## src/hdl/npq_pkg.sv

```systemverilog
// ----------------------------------------------------------------------------
// npq_pkg
// Shared types and constants of the nearest palette color quantizer.
// ----------------------------------------------------------------------------
package npq_pkg;

	localparam int PALETTE_DEPTH_DEF = 256;
	localparam int COLOR_W = 8;
	localparam int INDEX_W = 8;
	localparam int DIST_W = 18;
	localparam int COUNT_W = 9;

	localparam logic [1:0] REQ_LOAD  = 2'd0;
	localparam logic [1:0] REQ_QUANT = 2'd1;
	localparam logic [1:0] REQ_CLEAR = 2'd2;

	localparam logic [DIST_W-1:0] DIST_INIT = '1;

	typedef struct packed {
		logic [1:0]         req_type;
		logic [INDEX_W-1:0] entry_index;
		logic [COLOR_W-1:0] red;
		logic [COLOR_W-1:0] green;
		logic [COLOR_W-1:0] blue;
	} in_item_t;

	typedef struct packed {
		logic [INDEX_W-1:0] best_index;
		logic [COLOR_W-1:0] out_red;
		logic [COLOR_W-1:0] out_green;
		logic [COLOR_W-1:0] out_blue;
		logic [DIST_W-1:0]  best_distance;
		logic [COUNT_W-1:0] colors_used;
	} out_item_t;

	typedef struct packed {
		logic [COLOR_W-1:0] red;
		logic [COLOR_W-1:0] green;
		logic [COLOR_W-1:0] blue;
	} rgb_t;

	typedef struct packed {
		logic [1:0]         req_type;
		logic [INDEX_W-1:0] entry_index;
		rgb_t               pixel;
		logic [INDEX_W-1:0] best_index;
		logic [DIST_W-1:0]  best_distance;
		rgb_t               best_color;
	} chain_t;

endpackage

```

## src/hdl/npq_usage.sv

```systemverilog
// ----------------------------------------------------------------------------
// npq_usage
// End of the chain: usage map, distinct color count and result register.
// ----------------------------------------------------------------------------
module npq_usage #(
	parameter int PALETTE_DEPTH = npq_pkg::PALETTE_DEPTH_DEF
) (
	input  logic               clk,
	input  logic               arst_n,
	input  logic               advance,
	input  logic               last_valid,
	input  npq_pkg::chain_t    last_data,
	output logic               res_valid,
	output npq_pkg::out_item_t res_data
);
	import npq_pkg::*;

	localparam int SEL_W = (PALETTE_DEPTH > 1) ? $clog2(PALETTE_DEPTH) : 1;

	logic [PALETTE_DEPTH-1:0] map_q, map_d;
	logic [COUNT_W-1:0]       total_q, total_d;
	logic [SEL_W-1:0]         sel;
	logic                     valid_q;
	logic                     quant_q;
	out_item_t                res_q;
	logic                     is_quant;

	assign sel      = last_data.best_index[SEL_W-1:0];
	assign is_quant = (last_data.req_type == REQ_QUANT);

	always_comb begin
		map_d   = map_q;
		total_d = total_q;
		if (last_valid) begin
			case (last_data.req_type)
				REQ_QUANT: begin
					if (!map_q[sel]) begin
						map_d[sel] = 1'b1;
						if (total_q < COUNT_W'(PALETTE_DEPTH)) begin
							total_d = total_q + COUNT_W'(1);
						end
					end
				end
				REQ_CLEAR: begin
					map_d   = '0;
					total_d = '0;
				end
				default: ;
			endcase
		end
	end

	always_ff @(posedge clk or negedge arst_n) begin
		if (!arst_n) begin
			map_q   <= '0;
			total_q <= '0;
			valid_q <= 1'b0;
		end else if (advance) begin
			map_q   <= map_d;
			total_q <= total_d;
			valid_q <= last_valid;
		end
	end

	always_ff @(posedge clk) begin
		if (advance) begin
			quant_q                <= is_quant;
			res_q.best_index       <= is_quant ? last_data.best_index : '0;
			res_q.out_red          <= is_quant ? last_data.best_color.red : '0;
			res_q.out_green        <= is_quant ? last_data.best_color.green : '0;
			res_q.out_blue         <= is_quant ? last_data.best_color.blue : '0;
			res_q.best_distance    <= is_quant ? last_data.best_distance : '0;
			res_q.colors_used      <= total_d;
		end
	end

	assign res_valid = valid_q;
	assign res_data  = res_q;

`ifndef SYNTHESIS
	a_total_matches_map: assert property (@(posedge clk) disable iff (!arst_n)
		32'(total_q) == $countones(map_q))
		else $error("usage count differs from usage map");
	a_total_bounded: assert property (@(posedge clk) disable iff (!arst_n)
		total_q <= COUNT_W'(PALETTE_DEPTH))
		else $error("usage count above palette depth");
	a_nonquant_zero: assert property (@(posedge clk) disable iff (!arst_n)
		(valid_q && !quant_q) |-> (res_q.best_index == '0 && res_q.best_distance == '0))
		else $error("non-quantize result carries a match");
	a_quant_index: assert property (@(posedge clk) disable iff (!arst_n)
		(valid_q && quant_q) |-> (32'(res_q.best_index) < PALETTE_DEPTH))
		else $error("chosen index beyond palette depth");
	a_count_reported: assert property (@(posedge clk) disable iff (!arst_n)
		valid_q |-> (res_q.colors_used == total_q))
		else $error("reported count differs from usage count");
`endif

endmodule
```

## config.mk

```make
export PLATFORM = sky130hd
export DESIGN_NAME = npq_usage
export DESIGN_NICKNAME = d
export VERILOG_FILES = /design/src/hdl/npq_pkg.sv /design/src/hdl/npq_usage.sv
export SDC_FILE = /design/constraint.sdc
export NUM_CORES = 1
export LEC_CHECK = 0
export BUFFER_PORTS_ARGS = -buffer_cell sky130_fd_sc_hd__buf_2
export CORE_AREA = 2 2 160 162
export CTS_BUF_LIST = sky130_fd_sc_hd__clkbuf_4 sky130_fd_sc_hd__clkbuf_8
export CTS_CLUSTER_SIZE = 16
export DETAILED_ROUTE_END_ITERATION = 10
export DIE_AREA = 0 0 162 164
export PLACE_DENSITY = 0.83
export SLEW_MARGIN = 0
export SYNTH_ARGS = -nofsm -noshare
export SYNTH_HDL_FRONTEND = slang
export SYNTH_SLANG_ARGS = --single-unit
export TNS_END_PERCENT = 10
```

## constraint.sdc

```tcl
create_clock -name clk -period 3.7 [get_ports clk]
set_input_delay 0.74 -clock clk [delete_from_list [all_inputs] [get_ports clk]]
set_output_delay 0.74 -clock clk [all_outputs]
set_load 0.005 [all_outputs]
```

Word-level counts from Yosys, hierarchy flattened
Cells that the tools add are included.
Widths: inputs -> output; s select.
Storage, ports and cells
  output and inout port bits: 60
  word-level logic and storage cells: 30
  input bits: 88
  flip-flop bits (word level): 325
Cells by class
  $add $sub $neg: 1
  muxes and demuxes: 10
  reductions and logical operators: 3
  equality and inequality tests: 3
  bitwise logic cells: 1
  magnitude comparators: 3
Operators by type and width (count)
  $pmux 256 s2: 1
  $mux 256: 1
  $or 256x256->256: 1
  $mux 9: 3
  $pmux 9 s2: 1
  $add 9x1->9 const B: 1
  $lt 8x9->1 const B: 1
  $lt 9x9->1 const B: 1
  $bmux 1 s8: 1
  $demux 1 s8: 1
  $ge 8x1->1 const B: 1
  $reduce_and 4->1: 1
  $eq 2x1->1 const B: 1
  $eq 2x2->1 const B: 1
  $mux 1: 2
  $ne 2x2->1 const B: 1
  $reduce_bool 2->1: 1
  $logic_and 1x1->1: 1

Depth between registers and ports, before layout
  word-level depth: 7
  mapped depth: 16
  gate-level depth less buffers: 9

Worst setup path after synthesis
Ideal clock, no wire load.
  path kind: input port to flip-flop
  from: input port last_data[43] (netlist name)
  to: register res_q, in the netlist res_data[5], data pin
  data required time: 3.439 ns
  arrival time: 3.069 ns
  setup time: 0.261 ns
  path buffers: 5
  stages: 11
  path slack: 0.370 ns
  cells stage by stage: buf_4 buf_6 buf_6 buf_4 mux4_2 o311ai_0 o311ai_2 o32ai_4 buf_4 a31oi_1 a221o_1
On the way
  word-level cells in the longest chain between the ends: 5
Ends and longest elaborated chain
  start, declared: line npq_usage.sv:12  | input npq_pkg::chain_t last_data,
  $bmux 1 s8: line npq_usage.sv:37  | if (!map_q[sel]) begin
  $mux 1 (not written as such): line npq_usage.sv:37
  $mux 9: line npq_usage.sv:37
  $pmux 9 s2: line npq_usage.sv:35  | case (last_data.req_type)
  $mux 9: line npq_usage.sv:34  | if (last_valid) begin
  via total_d[5]: line npq_usage.sv:21  | logic [COUNT_W-1:0] total_q, total_d;
  end, declared: line npq_usage.sv:25  | out_item_t res_q;
The timed path passes the listed nets, and every way through them passes these cells. The select of a mux whose other input is x is not followed.
A chain may end at the register's enable or synchronous reset.

Final worst setup path
  from: input port last_data[42] (netlist name)
  to: register res_q, in the netlist res_data[4], data pin
The elaborated chain is that of the path after synthesis.

==> impl_metrics.sql <==
INSERT INTO impl_metrics (metric_group, metric, value, unit) VALUES
('floorplan', 'core_area', '0.0248', 'mm²'),
('global_route', 'groute.usage.overall', '31.9', '%'),
('global_route', 'grt_pass1_vias', '12300', ''),
('global_route', 'grt-ovfl-total', '0', ''),
('routing', 'detail_route.iter0.violations', '1799', ''),
('synthesis', 'synthesis.area', '0.0149', 'mm²'),
('clocking', 'postCtsResizedCells', '0', ''),
('pwr', 'power_leakage', '8.21', 'nW'),
('final_layout', 'antennaDiodeCount', '0', ''),
('clocking', 'htree_levels', '2', ''),
('clocking', 'clock-sinks', '325', ''),
('setup_path', 'timing.critical_path.slowest_cell_delay', '510', 'ps'),
('synthesis', 'yosysUniqueCellTypes', '49', ''),
('placed_design', 'preCtsSetupSlack', '-84.3', 'ps'),
('floorplan', 'dieWidth', '162', 'µm'),
('routing', 'drtAntennaViolNets', '0', ''),
('floorplan', 'die_h', '164', 'µm'),
('sta', 'fmax', '0.286', 'GHz'),
('final_layout', 'finish.utilization', '69.8', '%'),
('sta', 'worst_slew_pin_slew', '1310', 'ps'),
('setup_path', 'worst_path_max_delay_cell', 'sky130_fd_sc_hd__mux4_2', ''),
('sta', 'fin_crit_sh', '94.6', '%'),
('routing', 'post_drt_via_cell_ratio', '6.65', ''),
('pwr', 'ir_worst_vdd', '0.000297', 'V'),
('setup_path', 'crit_buf_inv', '3', ''),
('synthesis', 'synth_edf_count', '59', ''),
('placed_design', 'dpl.hpwl', '25700', 'µm'),
('setup_path', 'worst-r2r-setup-slack', '380', 'ps'),
('sta', 'slew-limit-headroom', '12.6', '%'),
('clocking', 'clock-root-buffer', 'sky130_fd_sc_hd__clkbuf_8', ''),
('routing', 'routed_wirelength', '41700', 'µm'),
('setup_path', 'r2r.worst_path.cells', '8', ''),
('clocking', 'clk_pin_slew_worst_paths', '60', 'ps'),
('run_status', 'outcome', 'finished, final reports clean', ''),
('global_route', 'grt_start_max_net_pins', '84', ''),
('placed_design', 'finalWeightedCongestion', '0.895', ''),
('clocking', 'cts.hold.buffers_added', '0', ''),
('sta', 'grt_setup_unrepaired', 'false', ''),
('synthesis', 'synth_seq_area_share', '56.5', '%'),
('clocking', 'cts_max_path_buffers', '3', ''),
('placed_design', 'portBuffers', '115', ''),
('clocking', 'tritoncts_clock_tree', 'yes', ''),
('sta', 'final.setup_skew', '35.3', 'ps'),
('synthesis', 'most_used_flip_flop_cell_after_synthesis', 'sky130_fd_sc_hd__dfrtp_1', ''),
('routing', 'detailedRoute.firstPassIterationCount', '6', ''),
('sta', 'hold_slack', '155', 'ps'),
('final_layout', 'final_common_cell', 'sky130_fd_sc_hd__nor2_1', ''),
('clocking', 'postCtsSetupBuffers', '0', ''),
('final_layout', 'synthToLayoutAreaGrowth', '16.1', '%'),
('synthesis', 'yosys_register_bits', '325', ''),
('setup_path', 'cells_along_the_critical_path', 'buf_2 -> buf_12 -> mux4_2 -> mux2i_1 -> o22ai_1 -> nor4_1 -> nor3_1 -> o32ai_4 -> buf_4 -> nand2_1 -> o311ai_0', ''),
('routing', 'drc_errors', '0', ''),
('final_layout', 'design.final.nets', '1592', ''),
('setup_path', 'critical_path_maximum_fanout', '11', ''),
('sta', 'timing.final.crit_period', '3500', 'ps'),
('global_route', 'grt_antenna_before_repair', '0', ''),
('floorplan', 'initial_core_util', '60.1', '%'),
('setup_path', 'r2r-start', 'map_q[221]$_DFFE_PN0P_', ''),
('floorplan', 'die_area', '0.0266', 'mm²'),
('routing', 'vias', '12400', ''),
('hold_path', 'hold_path_class', 'primary input to async pin', ''),
('sta', 'drv_slew', '0', ''),
('global_route', 'grt_pass1_wl', '66200', 'µm'),
('setup_path', 'worst_setup_path_end_kind', 'flip-flop', ''),
('synthesis', 'syn-instance-count', '1364', ''),
('clocking', 'worstSkewPairLatency', '580', 'ps'),
('synthesis', 'ys_warn_count', '0', ''),
('floorplan', 'pin_count', '148', ''),
('final_layout', 'post_route_cells_drive_above_1_share', '23.4', '%'),
('synthesis', 'ys_async_sr_fraction', '81.8', '%'),
('pwr', 'cellPowerDensity', '429', 'mW/mm²');
==> worst max-delay path by stage <==
stage / start / endpoint / slack [ps] / cells past startpoint
2_1_floorplan: last_data[43] / res_data[5]$_DFFE_PP_ / 370 / 11
3_3_place_gp: last_data[43] / res_data[5]$_DFFE_PP_ / -50 / 11
3_5_place_dp: last_data[43] / map_q[181]$_DFFE_PN0P_ / -80 / 12
4_1_cts: last_data[42] / res_data[4]$_DFFE_PP_ / 350 / 11
5_1_grt: last_data[42] / res_data[4]$_DFFE_PP_ / 130 / 11
6_report: last_data[42] / res_data[4]$_DFFE_PP_ / 200 / 11
==> report_power, final <==
group / total (mW) / switching [mW] / internal, mW
combinational: 0.724 / 0.465 / 0.258
sequential: 3.76 / 0.0373 / 3.73
clock: 2.95 / 1.36 / 1.59
==> kinds of logic after synthesis <==
group                      after synthesis  share of synthesized area, %
and+or+nand+nor                        469                          13.5
buffers and inverters                  147                          4.97
muxes                                   94                          10.3
AOI/OAI and AO/OA                      326                          14.5
adders and majority gates                3                         0.252
DFF                                    325                          56.5
==> metrics by stage <==
stage | total power [mW] | instances
after global placement | 4.51 | 1778
final | 7.44 | 1866
after global routing | 7.67 | 1866
after detailed placement | 4.53 | 1778
after floorplan | 4.21 | 1364
after CTS | 7.44 | 1866
==> layout make-up <==
cell class	count	area, µm²
clock buffer	73	917
clock inverter	15	71.3
fill	1639	7490
inverter	10	37.5
multi-input combinational	892	5760
sequential	325	8430
tap	330	413
timing repair buffer	221	1700
==> Yosys cell counts (5+ instances only) <==
master	n	area share [%]
sky130_fd_sc_hd__nand3_1	6	0.20
sky130_fd_sc_hd__dfrtp_1	266	45
sky130_fd_sc_hd__a22oi_1	18	0.91
sky130_fd_sc_hd__mux2i_1	46	3.1
sky130_fd_sc_hd__edfxtp_1	59	12
sky130_fd_sc_hd__nand2_1	49	1.2
sky130_fd_sc_hd__and3_1	5	0.21
sky130_fd_sc_hd__nand2b_1	13	0.55
sky130_fd_sc_hd__buf_4	26	1.3
sky130_fd_sc_hd__inv_1	10	0.25
sky130_fd_sc_hd__o22ai_1	8	0.34
sky130_fd_sc_hd__o311ai_0	8	0.47
sky130_fd_sc_hd__mux4_2	47	7.1
sky130_fd_sc_hd__nor2_1	302	7.6
sky130_fd_sc_hd__nor3_1	28	0.94
sky130_fd_sc_hd__nor4_1	8	0.34
sky130_fd_sc_hd__a31oi_1	258	11
sky130_fd_sc_hd__buf_2	50	1.7
sky130_fd_sc_hd__clkbuf_1	55	1.4
sky130_fd_sc_hd__and2_1	47	2.0
sky130_fd_sc_hd__a21o_1	5	0.25
==> routing by layer <==
| metal | share of wire [%] | vias to the layer above | track usage [%] |
|---|---|---|---|
| li1 | - | 5287 | - |
| met1 | 37 | 6094 | 42.3 |
| met2 | 48 | 865 | 50.3 |
| met3 | 12 | 166 | 8.18 |
| met4 | 4.0 | 0 | 14.0 |
| met5 | 0 | - | 0 |
==> state kept, by name (all words and copies together), names as in the netlist <==
name and cells:
res_data 59, map_q 256, res_valid 1, total_q 9
No activity file was read; power rests on OpenSTA's default activity.
