### config.mk
export PLATFORM = sky130hd
export DESIGN_NAME = npq_cell
export DESIGN_NICKNAME = d
export VERILOG_FILES = /design/src/hdl/npq_pkg.sv /design/src/hdl/npq_cell.sv
export SDC_FILE = /design/constraint.sdc
export NUM_CORES = 1
export LEC_CHECK = 0
export BUFFER_PORTS_ARGS = -buffer_cell sky130_fd_sc_hd__buf_2
export CORE_MARGIN = 3
export CORE_UTILIZATION = 30
export DETAILED_ROUTE_END_ITERATION = 10
export SLEW_MARGIN = 20
export SYNTH_ARGS = -nofsm -noshare
export SYNTH_HDL_FRONTEND = slang
export SYNTH_SLANG_ARGS = --single-unit
### constraint.sdc
create_clock -name clk -period 22.5 [get_ports clk]
set_clock_uncertainty 0.2 [all_clocks]
set_input_delay 2.25 -clock clk [delete_from_list [all_inputs] [get_ports clk]]
set_output_delay 2.25 -clock clk [all_outputs]
set_load 0.01 [all_outputs]
### src/hdl/npq_pkg.sv
// ----------------------------------------------------------------------------
// npq_pkg
// Shared types and constants of the nearest palette color quantizer.
// ----------------------------------------------------------------------------
package npq_pkg;

	localparam int PALETTE_DEPTH_DEF = 256;
	localparam int COLOR_W = 8;
	localparam int INDEX_W = 8;
	localparam int DIST_W = 18;
	localparam int COUNT_W = 9;

	localparam logic [1:0] REQ_LOAD  = 2'd0;
	localparam logic [1:0] REQ_QUANT = 2'd1;
	localparam logic [1:0] REQ_CLEAR = 2'd2;

	localparam logic [DIST_W-1:0] DIST_INIT = '1;

	typedef struct packed {
		logic [1:0]         req_type;
		logic [INDEX_W-1:0] entry_index;
		logic [COLOR_W-1:0] red;
		logic [COLOR_W-1:0] green;
		logic [COLOR_W-1:0] blue;
	} in_item_t;

	typedef struct packed {
		logic [INDEX_W-1:0] best_index;
		logic [COLOR_W-1:0] out_red;
		logic [COLOR_W-1:0] out_green;
		logic [COLOR_W-1:0] out_blue;
		logic [DIST_W-1:0]  best_distance;
		logic [COUNT_W-1:0] colors_used;
	} out_item_t;

	typedef struct packed {
		logic [COLOR_W-1:0] red;
		logic [COLOR_W-1:0] green;
		logic [COLOR_W-1:0] blue;
	} rgb_t;

	typedef struct packed {
		logic [1:0]         req_type;
		logic [INDEX_W-1:0] entry_index;
		rgb_t               pixel;
		logic [INDEX_W-1:0] best_index;
		logic [DIST_W-1:0]  best_distance;
		rgb_t               best_color;
	} chain_t;

endpackage

### src/hdl/npq_cell.sv
// ----------------------------------------------------------------------------
// npq_cell
// One palette entry of the chain: loads its entry and folds its distance
// into the running best of the transaction passing through.
// ----------------------------------------------------------------------------
module npq_cell #(
	parameter int CELL_INDEX = 0
) (
	input  logic            clk,
	input  logic            arst_n,
	input  logic            advance,
	input  logic            prev_valid,
	input  npq_pkg::chain_t prev_data,
	output logic            next_valid,
	output npq_pkg::chain_t next_data
);
	import npq_pkg::*;

	rgb_t               entry_q;
	logic               valid_q;
	chain_t             data_q;
	logic [COLOR_W-1:0] dr, dg, db;
	logic [15:0]        sq_r, sq_g, sq_b;
	logic [DIST_W-1:0]  cand_dist;
	chain_t             data_d;

	always_comb begin
		dr = (prev_data.pixel.red > entry_q.red) ? prev_data.pixel.red - entry_q.red
			: entry_q.red - prev_data.pixel.red;
		dg = (prev_data.pixel.green > entry_q.green) ? prev_data.pixel.green - entry_q.green
			: entry_q.green - prev_data.pixel.green;
		db = (prev_data.pixel.blue > entry_q.blue) ? prev_data.pixel.blue - entry_q.blue
			: entry_q.blue - prev_data.pixel.blue;
		sq_r = 16'(dr) * 16'(dr);
		sq_g = 16'(dg) * 16'(dg);
		sq_b = 16'(db) * 16'(db);
		cand_dist = DIST_W'(sq_r) + DIST_W'(sq_g) + DIST_W'(sq_b);
		data_d = prev_data;
		if (prev_data.req_type == REQ_QUANT && cand_dist < prev_data.best_distance) begin
			data_d.best_index    = INDEX_W'(CELL_INDEX);
			data_d.best_distance = cand_dist;
			data_d.best_color    = entry_q;
		end
	end

	always_ff @(posedge clk) begin
		if (advance && prev_valid && prev_data.req_type == REQ_LOAD
			&& prev_data.entry_index == INDEX_W'(CELL_INDEX)) begin
			entry_q <= prev_data.pixel;
		end
	end

	always_ff @(posedge clk or negedge arst_n) begin
		if (!arst_n) begin
			valid_q <= 1'b0;
		end else if (advance) begin
			valid_q <= prev_valid;
		end
	end

	always_ff @(posedge clk) begin
		if (advance) begin
			data_q <= data_d;
		end
	end

	assign next_valid = valid_q;
	assign next_data  = data_q;

endmodule

# Word level (Yosys, flattened, before mapping)
# Index checks and enable logic that the tools add are counted.
# word_totals
register_bits,109
in_bits,88
out_inout_bits,85
# classes
magnitude_cmp,4
add_sub_neg,8
mux,4
eq_ne,1
mul,3
n_reduce_logical,6
# op_table
op,count
multiplier 8 x 8 -> 16 bit,3
subtractor 8 bit,6
2-to-1 mux 42 bit,1
> comparator 8 bit,3
2-to-1 mux 8 bit,3
adder 17 x 16 -> 18 bit,1
< comparator 18 bit,1
adder 16 x 16 -> 17 bit,1
logical NOT 8 bit,1
logical AND 1 bit,4
== test 2 x 1 -> 1 bit (second input constant),1
logical NOT 2 bit,1

# Logic depth before layout (Yosys ltp)
# Gate-level depths: netlist of run 1.
# logic_depth
ltp_word,8
mapped_depth,43

# Least setup slack after synthesis of run 1
# Ideal clock, no wire load.
# synth_path
kind,input-to-reg
from,in prev_data[66] (netlist bit)
to,"reg data_q, in the netlist next_data[39], data pin"
t_arrival_ps,11169
stages,37
t_required_ps,22040
path_slack_ps,10872
path_cell_list,inv_1 -> ha_1 -> inv_1 -> fa_1 -> a21o_1 -> a221oi_2 -> o21a_2 -> a21oi_4 -> mux2i_2 -> xor2_1 -> nand2b_1 -> fa_1 -> inv_1 -> fa_1 -> inv_1 -> fa_1 -> fa_1 -> inv_1 -> fa_1 -> fa_1 -> inv_1 -> fa_1 -> inv_1 -> ha_1 -> a21o_1 -> a21oi_1 -> o221ai_1 -> a41o_1 -> a311oi_1 -> xnor2_1 -> ha_1 -> nor2b_1 -> o21ai_0 -> o2111ai_1 -> a31oi_1 -> clkbuf_1 -> mux2_2
# synth_lines
item,line,source
"start, declared",npq_cell.sv:13,"input npq_pkg::chain_t prev_data,"
"end signal, assigned",npq_cell.sv:63,data_q <= data_d;
"end, declared",npq_cell.sv:21,chain_t data_q;

==> run summary, run 1 <==
The largest stage delay on the critical path is about 0.7 ns. In the layout the commonest cells are sky130_fd_sc_hd__inv_1 (268), sky130_fd_sc_hd__buf_2 (171), sky130_fd_sc_hd__ha_1 (141). The global-route congestion overflow total is 0.

The routed length per placed instance is between 10 and 15 um. The start point of the worst min-delay path is next_valid. After Yosys synthesis, XOR and XNOR cells account for 3.21% of the synthesized area. The number of I/O port buffers is around 170. The slew at the pin closest to its max-slew limit is roughly 1.0 ns. The post-synthesis instance area came out at 0.0118 sq mm. The required time of the worst setup path came out at about 22 ns.

The fraction of the mapped netlist area in compound gates is between 7 and 8%. The number of DRC violations after detailed-routing iteration 0 is approximately 360. The number of instances resized during post-cts repair is 0. The shortest clock period the worst path allows after layout is around 13 ns. The last weighted congestion value of the routability-driven placer is roughly 0.93. The pin count of the biggest net entering global routing is 47. The cts-stage hold buffer count is 0. The number of slew-limit violations in the final report is 0. The run finished with clean final reports. The most used flip-flop cell after synthesis is sky130_fd_sc_hd__edfxtp_1. The post-layout net count is 1631. The number of setup violations in the final report came out at 0. Setup repair after global routing left no endpoint under its margin. The final critical path takes up ~58% of the cycle. In this run the critical register-to-register path is launched from entry_q[20]. The post-CTS setup-driven buffer insertion count came out at 0.

Dividing the synthesized area by the synthesized cell count gives about 11 sq um. From synthesis to final layout, the design area changed by 15.2%. The die covers 0.0418 sq mm. The final wirelength came out at 26600 um.

The die is 204 um tall. The critical path startpoint category is an input port. Across all layers, the routed design uses approximately 8000 vias.

The synthesized design contains roughly 110 enable-type register cells. The cell row count came out at slightly above 70. The remaining design rule violation count is 0. The total clock sinks came out at between 100 and 150. The hold violation count in the final report came out at 0. The clock root buffer master is sky130_fd_sc_hd__clkbuf_16. The initial utilization of the core area, before any placement, comes to a little under a third. The number of antenna violations at the first check in global routing is 1. STA classifies the critical path endpoint as a register. The highest-delay cell along the critical path is sky130_fd_sc_hd__a31oi_4.

The number of nets still failing antenna checks after routing came out at 0. The deepest level of the CTS H-tree is 3. The worst setup path is of the input port to register kind.

The data arrival time at the worst-slack endpoint came out at ~13 ns. The total negative slack for setup checks is 0 ns. The width of the chip came out at a little over 200 um. The clock insertion delay at the later pin of the skew report is about 0.37 ns. The number of synthesis warnings is 0. The library cell used most frequently in the layout, excluding fill and tap cells, is sky130_fd_sc_hd__inv_1. roughly 170 I/O pins were placed.

The min-delay analysis places its worst path in the category register to register. Timing would allow up to between 70 and 80 MHz. The first global-routing pass estimated around 43000 um of wire. The number of flip-flops and latches in the synthesized netlist came out at ~110. In this design, the critical path's most frequently occurring cell is sky130_fd_sc_hd__fa_1. The sequential-to-total area share from yosys stat came out at between 20 and 30%.

The total CTS buffers is 9. The total of max-cap violations came out at 0. The maximum fanout count along the critical path is 34.

After floorplanning, the core was sized to cover 0.0387 sq mm. In this run the deepest clock path goes through 2 buffers. The clock tree from TritonCTS is built. The adder-cell share of the synthesized area is a little under 40%. The distinct cell type count after synthesis came out at just under 70. The post-synthesis instance total came out at 1098. The total iterations of the first detailed-routing run came out at 4. The routed via count divided by cell count is 4.45. Global routing used 13.0% of the available tracks. The share of cell area taken by muxes after synthesis came out at roughly 5.6%. Clock-pin slew was measured on the worst setup and hold paths at 0.08 ns.

The placed wire-length estimate after detailed placement is 22600 um. The fraction of synthesis flops using an asynchronous set or reset pin is 0.917%. In this run the worst setup path begins at prev_data[66]. The relative max-transition margin came out at between 20% and 30%. The net count after synthesis is roughly 1500. The via count of the first global-routing pass came out at just over 8000. The layout cell share with drive strength beyond 1 came out at between 20% and 30%. The number of diodes added for antenna fixing is 0. After Yosys synthesis, and, or, nand and nor cells account for ~7.5% of the synthesized area. After synthesis, the largest family of logic cells by area is adder cells.
## synthesized netlist by cell type (5+ instances only)
| cell type | n | area (sq um) |
|---|---|---|
| sky130_fd_sc_hd__and2_1 | 5 | 31.3 |
| sky130_fd_sc_hd__nand3_1 | 5 | 25.0 |
| sky130_fd_sc_hd__xor2_1 | 12 | 105 |
| sky130_fd_sc_hd__inv_1 | 268 | 1010 |
| sky130_fd_sc_hd__mux2_2 | 43 | 484 |
| sky130_fd_sc_hd__xnor2_1 | 17 | 149 |
| sky130_fd_sc_hd__o21ai_0 | 15 | 75.1 |
| sky130_fd_sc_hd__or2_1 | 6 | 37.5 |
| sky130_fd_sc_hd__nand4_1 | 5 | 31.3 |
| sky130_fd_sc_hd__a21o_1 | 24 | 180 |
| sky130_fd_sc_hd__nor2b_1 | 14 | 87.6 |
| sky130_fd_sc_hd__and3_1 | 7 | 43.8 |
| sky130_fd_sc_hd__a31oi_1 | 7 | 43.8 |
| sky130_fd_sc_hd__nor2_1 | 77 | 289 |
| sky130_fd_sc_hd__inv_2 | 5 | 18.8 |
| sky130_fd_sc_hd__edfxtp_1 | 108 | 3240 |
| sky130_fd_sc_hd__buf_2 | 15 | 75.1 |
| sky130_fd_sc_hd__nand2b_1 | 14 | 87.6 |
| sky130_fd_sc_hd__fa_1 | 139 | 2780 |
| sky130_fd_sc_hd__clkbuf_1 | 7 | 26.3 |
| sky130_fd_sc_hd__ha_1 | 141 | 1760 |
| sky130_fd_sc_hd__a211oi_1 | 7 | 52.6 |
| sky130_fd_sc_hd__o21bai_1 | 10 | 75.1 |
| sky130_fd_sc_hd__nand2_1 | 35 | 131 |
| sky130_fd_sc_hd__a21oi_1 | 37 | 185 |
| sky130_fd_sc_hd__mux2i_1 | 12 | 120 |
## worst max-delay path: cells and delay by family
kind / cells / cell delay [ns]
compound gates: 12 / 2.97
fa+ha+maj: 11 / 4.79
simple gates: 3 / 0.38
xor+xnor: 2 / 0.74
mux: 2 / 0.70
buf+inv: 9 / 1.00
## kinds of logic after synthesis
group,count (synthesis)
muxes,59
AOI/OAI and AO/OA,131
and+or+nand+nor,186
buffers and inverters,297
xor gates and xnor gates,36
adders and majority gates,280
DFF,109
## path summary, 6_finish.rpt
check,endpoint,slack [ns],depth (start not counted)
max,next_data[12],9.51,39
min,next_valid,0.31,1
max reg2reg,next_data[12],11.11,35
min reg2reg,next_valid,0.31,1
max in group asynchronous,next_valid,20.58,1
min in group asynchronous,next_valid,1.44,1
## metrics by stage
stage	area [sq um]	util, %	cells	hold slack (ns)	worst slack [ns]
2_1_floorplan	11800	-	1098	0.350	10.87
3_3_place_gp	13300	34.2	1770	0.287	9.34
3_5_place_dp	13300	34.2	1770	0.296	9.15
4_1_cts	13600	35.1	1786	0.316	9.52
5_1_grt	13600	35.1	1786	0.336	8.86
6_report	13600	35.1	1786	0.310	9.51
## final cells by class
class,instances,area [sq um]
Fill cell,3960,25100
Multi-Input combinational cell,692,7420
Sequential cell,109,3270
Inverter,273,1020
Timing Repair Buffer,178,908
Tap cell,518,648
Clock buffer,9,225
Clock inverter,7,116
## state kept, by name, summed over array words and instances (netlist names)
signal,count
entry_q,24
next_data,84
next_valid,1
## layer usage
metal / vias up / track usage, % / wire [um]
li1: 3850 / - / -
met1: 3882 / 19.0 / 13100
met2: 212 / 20.5 / 11700
met3: 10 / 2.69 / 1700
met4: 0 / 1.97 / 186
met5: - / 0 / 0
Power of run 1 is not shown: default switching activity piles up to over one toggle a cycle in this logic, so the estimate is an artifact.
==> inputs of run 2 (changes only) <==
Settings changed: ABC_AREA set to 1.
Clock period 22.5 ns to 10.95 ns, I/O delays scaled along.
==> run summary, run 2 <==
The run finished with clean final reports. In the synthesized netlist the dominant register cell turns out to be sky130_fd_sc_hd__edfxtp_1. The multi-input gate area in the final layout came out at 0.00774 sq mm (+4.3%).

The number of I/O port buffers is 172 (unchanged). The final period utilization came out at slightly below 90%. Derived from the worst setup path, the maximum achievable clock frequency is between 100 and 150 MHz.

The slew at the pin closest to its max-slew limit is 0.787 ns (-0.256 ns). The distinct cell type count after synthesis is 37 (-46%). The highest-delay cell along the critical path is sky130_fd_sc_hd__buf_4. The largest stage delay on the critical path came to 0.55 ns (-0.13 ns). The net count after synthesis was 1806 (+23%). The clock-pin slew of the registers on the worst-case setup and hold paths was 0.08 ns (about the same). The global-route congestion overflow total was 0 (unchanged).

The number of nets still failing antenna checks after routing is 0 (unchanged). The maximum fanout count along the critical path is 74 (+120%). Setup repair after global routing left no endpoint under its margin. The cts-stage hold buffer count came out at 0 (unchanged).

The kind of cell with the highest combined delay along the critical path is adder cells. The width of the chip came out at 210 um (+2.6%). The commonest cells after synthesis are sky130_fd_sc_hd__inv_1 (352), sky130_fd_sc_hd__nand2_1 (324), sky130_fd_sc_hd__ha_1 (141), sky130_fd_sc_hd__fa_1 (139), sky130_fd_sc_hd__edfxtp_1 (108).

The required time of the worst setup path came out at 10.87 ns (-11.54 ns). The last weighted congestion value of the routability-driven placer was 0.869 (-6.3%). The total clock sinks came out at 109 (unchanged). The library cell used most frequently in the layout, excluding fill and tap cells, is sky130_fd_sc_hd__inv_1. In this run the critical register-to-register path is launched from entry_q[0]. The first-pass GRT wire length is 50300 um (+16%). The classification of the worst-slack hold path is input port to async pin.

The flip-flop count of the largest register after layout is 84 (unchanged). The critical path startpoint category is an input port. The total iterations of the first detailed-routing run came out at 5 (+1). The top-area cell type share of the netlist area came out at 26.0% (-1.4 points). The cell sitting at the root of the clock tree is a sky130_fd_sc_hd__clkbuf_16. The critical path endpoint category is a register. The total negative slack for setup checks came out at 0 ns (unchanged). The area occupied by registers came out at 0.00327 sq mm (unchanged). The number of flip-flops and latches in the synthesized netlist is 109 (unchanged). The total of max-cap violations is 0 (unchanged).

The critical path is of the input port to register type. The deepest level of the CTS H-tree is 3 (unchanged). The number of DRC violations after detailed-routing iteration 0 came to 517 (+42%). The total I/O pin count came out at 173 (unchanged).

The die area is 0.0440 sq mm (+5.3%). The y dimension of the die came out at 210 um (+2.6%). The cell depth of the worst flop-to-flop path came out at 40 (+14%). The routed length per placed instance came to 13.9 um (-6.5%). The initial cell density of the core is 30.4% (-0.067 points). The worst register-to-register path ends at next_data[23]. The most common cell type on the critical path is sky130_fd_sc_hd__nand2_1. The number of vias after detailed routing came to 9528 (+20%). The routed via count divided by cell count came out at 4.44 (-0.31%).

The remaining design rule violation count is 0 (unchanged). The number of antenna violations at the first check in global routing is 2 (+1). TritonCTS built the clock tree.

The relative max-transition margin came out at 47.5% (+18 points). The pin count of the biggest net entering global routing came out at 75 (+60%). The total global-route track usage is 14.3% (+1.2 points). The post-layout net count is 1976 (+21%). The fraction of synthesis flops using an asynchronous set or reset pin is 0.917% (unchanged).

The biggest area contributor in the post-synthesis netlist is sky130_fd_sc_hd__edfxtp_1. The clock insertion delay at the later pin of the skew report came out at 0.39 ns (+0.02 ns). By area the synthesized netlist is led by sky130_fd_sc_hd__edfxtp_1 (26%), sky130_fd_sc_hd__fa_1 (22%), sky130_fd_sc_hd__ha_1 (14%). The hold violation count in the final report came out at 0 (unchanged). The register-to-register setup slack is 1.68 ns (-9.43 ns). The post-synthesis instance area is 0.0125 sq mm (+5.4%). The number of buffers between clock root and the deepest sink is 2 (unchanged). The layout cell share with drive strength beyond 1 came out at 16.0% (-5.1 points).

The number of synthesis warnings is 0 (unchanged). The placed wire-length estimate after detailed placement came out at 25400 um (+13%). The number of fill cells was 4276 (+8.0%).

Leaving out fill and tap cells, the most frequent cells in the layout are sky130_fd_sc_hd__inv_1 (352), sky130_fd_sc_hd__nand2_1 (324), sky130_fd_sc_hd__buf_2 (171). The number of slew-limit violations in the final report is 0 (unchanged). The number of setup violations in the final report is 0 (unchanged). The standard cell core area came out at 0.0409 sq mm (+5.6%). The sequential-to-total area share from yosys stat is 26.2% (-1.4 points).

The synthesized area per cell is 8.66 sq um (-20%). The most repeated cell in the gate-level netlist after synthesis is sky130_fd_sc_hd__inv_1. The post-CTS setup-driven buffer insertion count is 0 (unchanged). The final wirelength was 29900 um (+12%). The number of synthesized flops with an enable pin came to 108 (unchanged). The via count of the first global-routing pass came out at 10300 (+24%).

The number of buffers and inverters on the critical path came out at 10 (+1). The smallest clock period supported by the final layout is computed as 9.74 ns. The total CTS buffers is 9 (unchanged). The post-synthesis instance total came out at 1438 (+31%).

The data arrival time at the worst-slack endpoint is 9.66 ns (-3.24 ns). The number of instances resized during post-cts repair came out at 0 (unchanged). The cell row count came out at 74 (+2.8%).

Compared with the post-synthesis result, the final layout area differs by 14.2%.
run 2: routing by layer:
metal  global-route usage [%]  up-vias  share of wire [%]
met3                     3.39       30                5.7
met2                     25.2      205                 49
met1                     17.4     4568                 43
li1                         -     4723                  -
met5                        0        -              0.067
met4                     3.93        2                1.9
run 2: final cells by class:
cell class,instances,share of cell area [%]
clock inverter,6,0.449
sequential,109,23.0
timing repair buffer,175,6.23
inverter,363,9.58
tap,532,4.68
multi-input combinational,950,54.4
antenna,1,0.0176
clock buffer,10,1.61
run 2: cells by family (layout without fill, tap and decap cells):
logic type / after synthesis / count (layout) / synth area share, %
buffers and inverters: 379 / 554 / 11.6
DFF: 109 / 109 / 26.2
AOI/OAI and AO/OA: 108 / 108 / 5.17
adders and majority gates: 280 / 280 / 36.5
xor gates and xnor gates: 25 / 25 / 1.76
and+or+nand+nor: 537 / 537 / 18.7
other: 0 / 1 / 0
run 2: how the worst max path moves through the flow:
stage                       start  slack (ns)  cells after the start       endpoint
floorplan           prev_data[66]        1.94                     45  next_data[10]
global placement    prev_data[50]        0.93                     42   next_data[7]
detailed placement  prev_data[50]        0.77                     40  next_data[23]
CTS                 prev_data[50]        1.20                     40  next_data[23]
global route        prev_data[53]        0.43                     38  next_data[22]
finish              prev_data[50]        1.21                     42  next_data[23]
run 2: stage by stage:
| stage | util, % | area [sq um] | hold WS [ns] | setup slack [ns] | instances |
|---|---|---|---|---|---|
| after floorplan | - | 12500 | 0.349 | 1.94 | 1438 |
| after global placement | 34.0 | 13900 | 0.305 | 0.934 | 2129 |
| after global routing | 34.7 | 14200 | 0.239 | 0.433 | 2145 |
| after CTS | 34.7 | 14200 | 0.238 | 1.20 | 2145 |
| final | 34.7 | 14200 | 0.271 | 1.21 | 2146 |
| after detailed placement | 34.0 | 13900 | 0.315 | 0.767 | 2129 |
Power of run 2 is left out for the same reason.
==> inputs of run 3 (changes only) <==
Clock period 10.95 ns to 12.3 ns, I/O delays scaled along.
==> run summary, run 3 (same netlist as run 2, synthesis figures left out) <==
The flow ran to the end, and the final reports show no timing, DRC or antenna violations. The clock-pin slew of the registers on the worst-case setup and hold paths is 0.08 ns (about the same). The worst hold path terminates at next_valid. The total iterations of the first detailed-routing run came out at 5 (unchanged). The post-layout net count came out at 1976 (unchanged). The final wirelength is 29800 um (-0.51%). The total I/O pin count was 173 (unchanged).

The number of vias after detailed routing is 9513 (-0.16%). The remaining design rule violation count came out at 0 (unchanged). The routed length per placed instance is 13.9 um (-0.51%).

Among the stages of the critical path, the cell type that occurs most often is sky130_fd_sc_hd__nand2_1. The placed wire-length estimate after detailed placement came out at 25400 um (-0.16%). The cell depth of the worst flop-to-flop path is 37 (-7.5%). The via count of the first global-routing pass came out at 9960 (-3.2%). The startpoint identified for the worst register-to-register timing path is entry_q[3]. The total CTS buffers came out at 9 (unchanged). Of the available clock period, the critical path in the final layout requires between 80% and 90%. The share of the core filled with cells in the final layout came out at 34.8% (+0.073 points). The slowest stage of the critical path is the sky130_fd_sc_hd__nand4_1 cell. In the layout the commonest cells are sky130_fd_sc_hd__inv_1 (352), sky130_fd_sc_hd__nand2_1 (324), sky130_fd_sc_hd__buf_2 (171).

The number of instances resized during post-cts repair is 0 (unchanged). The number of slew-limit violations in the final report is 0 (unchanged). The total negative slack for setup checks came out at 0 ns (unchanged).

The required time of the worst setup path is 12.24 ns (+1.37 ns). The number of setup violations in the final report is 0 (unchanged). The cell row count is 74 (unchanged). The number of buffers between clock root and the deepest sink is 2 (unchanged). Clock tree synthesis selected as its root buffer the cell sky130_fd_sc_hd__clkbuf_16.

The number of DRC violations after detailed-routing iteration 0 is 566 (+9.5%). For this run, the top clock speed supported by timing is between 90 and 100 MHz. The hold violation count in the final report came out at 0 (unchanged).

The standard cell core area is 0.0409 sq mm (unchanged). The register-to-register setup slack is 2.72 ns (+1.04 ns). The die area came to 0.0440 sq mm (unchanged).

The initial cell density of the core is 30.4% (unchanged). The y dimension of the die is 210 um (unchanged). The number of I/O port buffers came to 172 (unchanged). The maximum fanout count along the critical path is 58 (-22%). The worst register-to-register path ends at next_data[4]. The library cell used most frequently in the layout, excluding fill and tap cells, is sky130_fd_sc_hd__inv_1. The total clock sinks came out at 109 (unchanged).

The number of antenna violations at the first check in global routing came to 3 (+1). The post-CTS setup-driven buffer insertion count came out at 0 (unchanged). The layout cell share with drive strength beyond 1 came out at 16.0% (about the same). The global-route congestion overflow total is 0 (unchanged). The slew at the pin closest to its max-slew limit is 0.918 ns (+0.131 ns). The signed area change from the synthesized netlist to the final layout is 14.4%. The deepest level of the CTS H-tree is 3 (unchanged). The routed via count divided by cell count was 4.43 (-0.16%).

Setup repair after global routing left no endpoint under its margin. The largest stage delay on the critical path is 0.67 ns (+0.12 ns). The hold slack is 0.324 ns (+0.0534 ns).

The category of the critical setup timing path is input port to register. STA classifies the critical path endpoint as a register. The number of nets still failing antenna checks after routing came out at 0 (unchanged). The last weighted congestion value of the routability-driven placer is 0.906 (+4.3%).

The shortest clock period the worst path allows after layout came out at between 10 and 15 ns. The relative max-transition margin came out at 38.8% (-8.7 points). The data arrival time at the worst-slack endpoint came out at 10.11 ns (+0.45 ns). The path class of the tightest hold or removal check is register to register. The start point of the worst min-delay path is next_valid. The critical path startpoint category is an input port. The number of cells on the worst hold path is 2.

The cts-stage hold buffer count is 0 (unchanged). The pin count of the biggest net entering global routing is 67 (-11%). The total of max-cap violations is 0 (unchanged). The width of the chip is 210 um (unchanged). The first-pass GRT wire length is 49600 um (-1.4%). The clock insertion delay at the later pin of the skew report is 0.40 ns (about the same).

The total global-route track usage was 14.1% (-0.11 points). The flip-flop count of the largest register after layout was 84 (unchanged). TritonCTS built the clock tree.
-- run 3: worst max-delay path: cells and delay by family --
family	cells	cell delay [ns]
buffers and inverters	9	1.11
AO/OA/AOI/OAI	6	0.76
adder cells (fa/ha/maj)	11	4.79
AND/OR/NAND/NOR	15	2.13
-- run 3: how the worst max path moves through the flow --
stage	start	endpoint	slack, ns	cells past startpoint
final	prev_data[50]	next_data[4]	2.13	41
after global routing	prev_data[53]	next_data[4]	1.53	39
after CTS	prev_data[50]	next_data[4]	2.14	41
after detailed placement	prev_data[50]	next_data[11]	1.72	41
after global placement	prev_data[50]	next_data[7]	1.85	41
after floorplan	prev_data[66]	next_data[10]	3.15	45
-- run 3: final cells by class --
| cell class | instances | area (sq um) |
|---|---|---|
| Fill cell | 4308 | 26700 |
| Multi-Input combinational cell | 950 | 7740 |
| Sequential cell | 109 | 3270 |
| Inverter | 363 | 1360 |
| Timing Repair Buffer | 175 | 898 |
| Tap cell | 532 | 666 |
| Clock buffer | 9 | 225 |
| Clock inverter | 6 | 82.6 |
| Antenna cell | 2 | 5.00 |
-- run 3: stage by stage --
step | worst slack [ns] | instances | instance area, sq um
finish | 2.13 | 2146 | 14200
global route | 1.53 | 2145 | 14200
CTS | 2.14 | 2144 | 14200
detailed placement | 1.72 | 2129 | 13900
global placement | 1.85 | 2129 | 13900
floorplan | 3.15 | 1438 | 12500
-- run 3: per-layer routing --
metal / vias to the layer above / part of all wire [%] / global-route usage (%) / wire length, um
li1: 4729 / - / - / -
met1: 4553 / 43 / 17.2 / 12800
met2: 185 / 49 / 24.3 / 14600
met3: 44 / 5.2 / 3.39 / 1550
met4: 2 / 2.7 / 5.27 / 816
met5: - / 0.044 / 0 / 13
Power of run 3 is left out for the same reason.
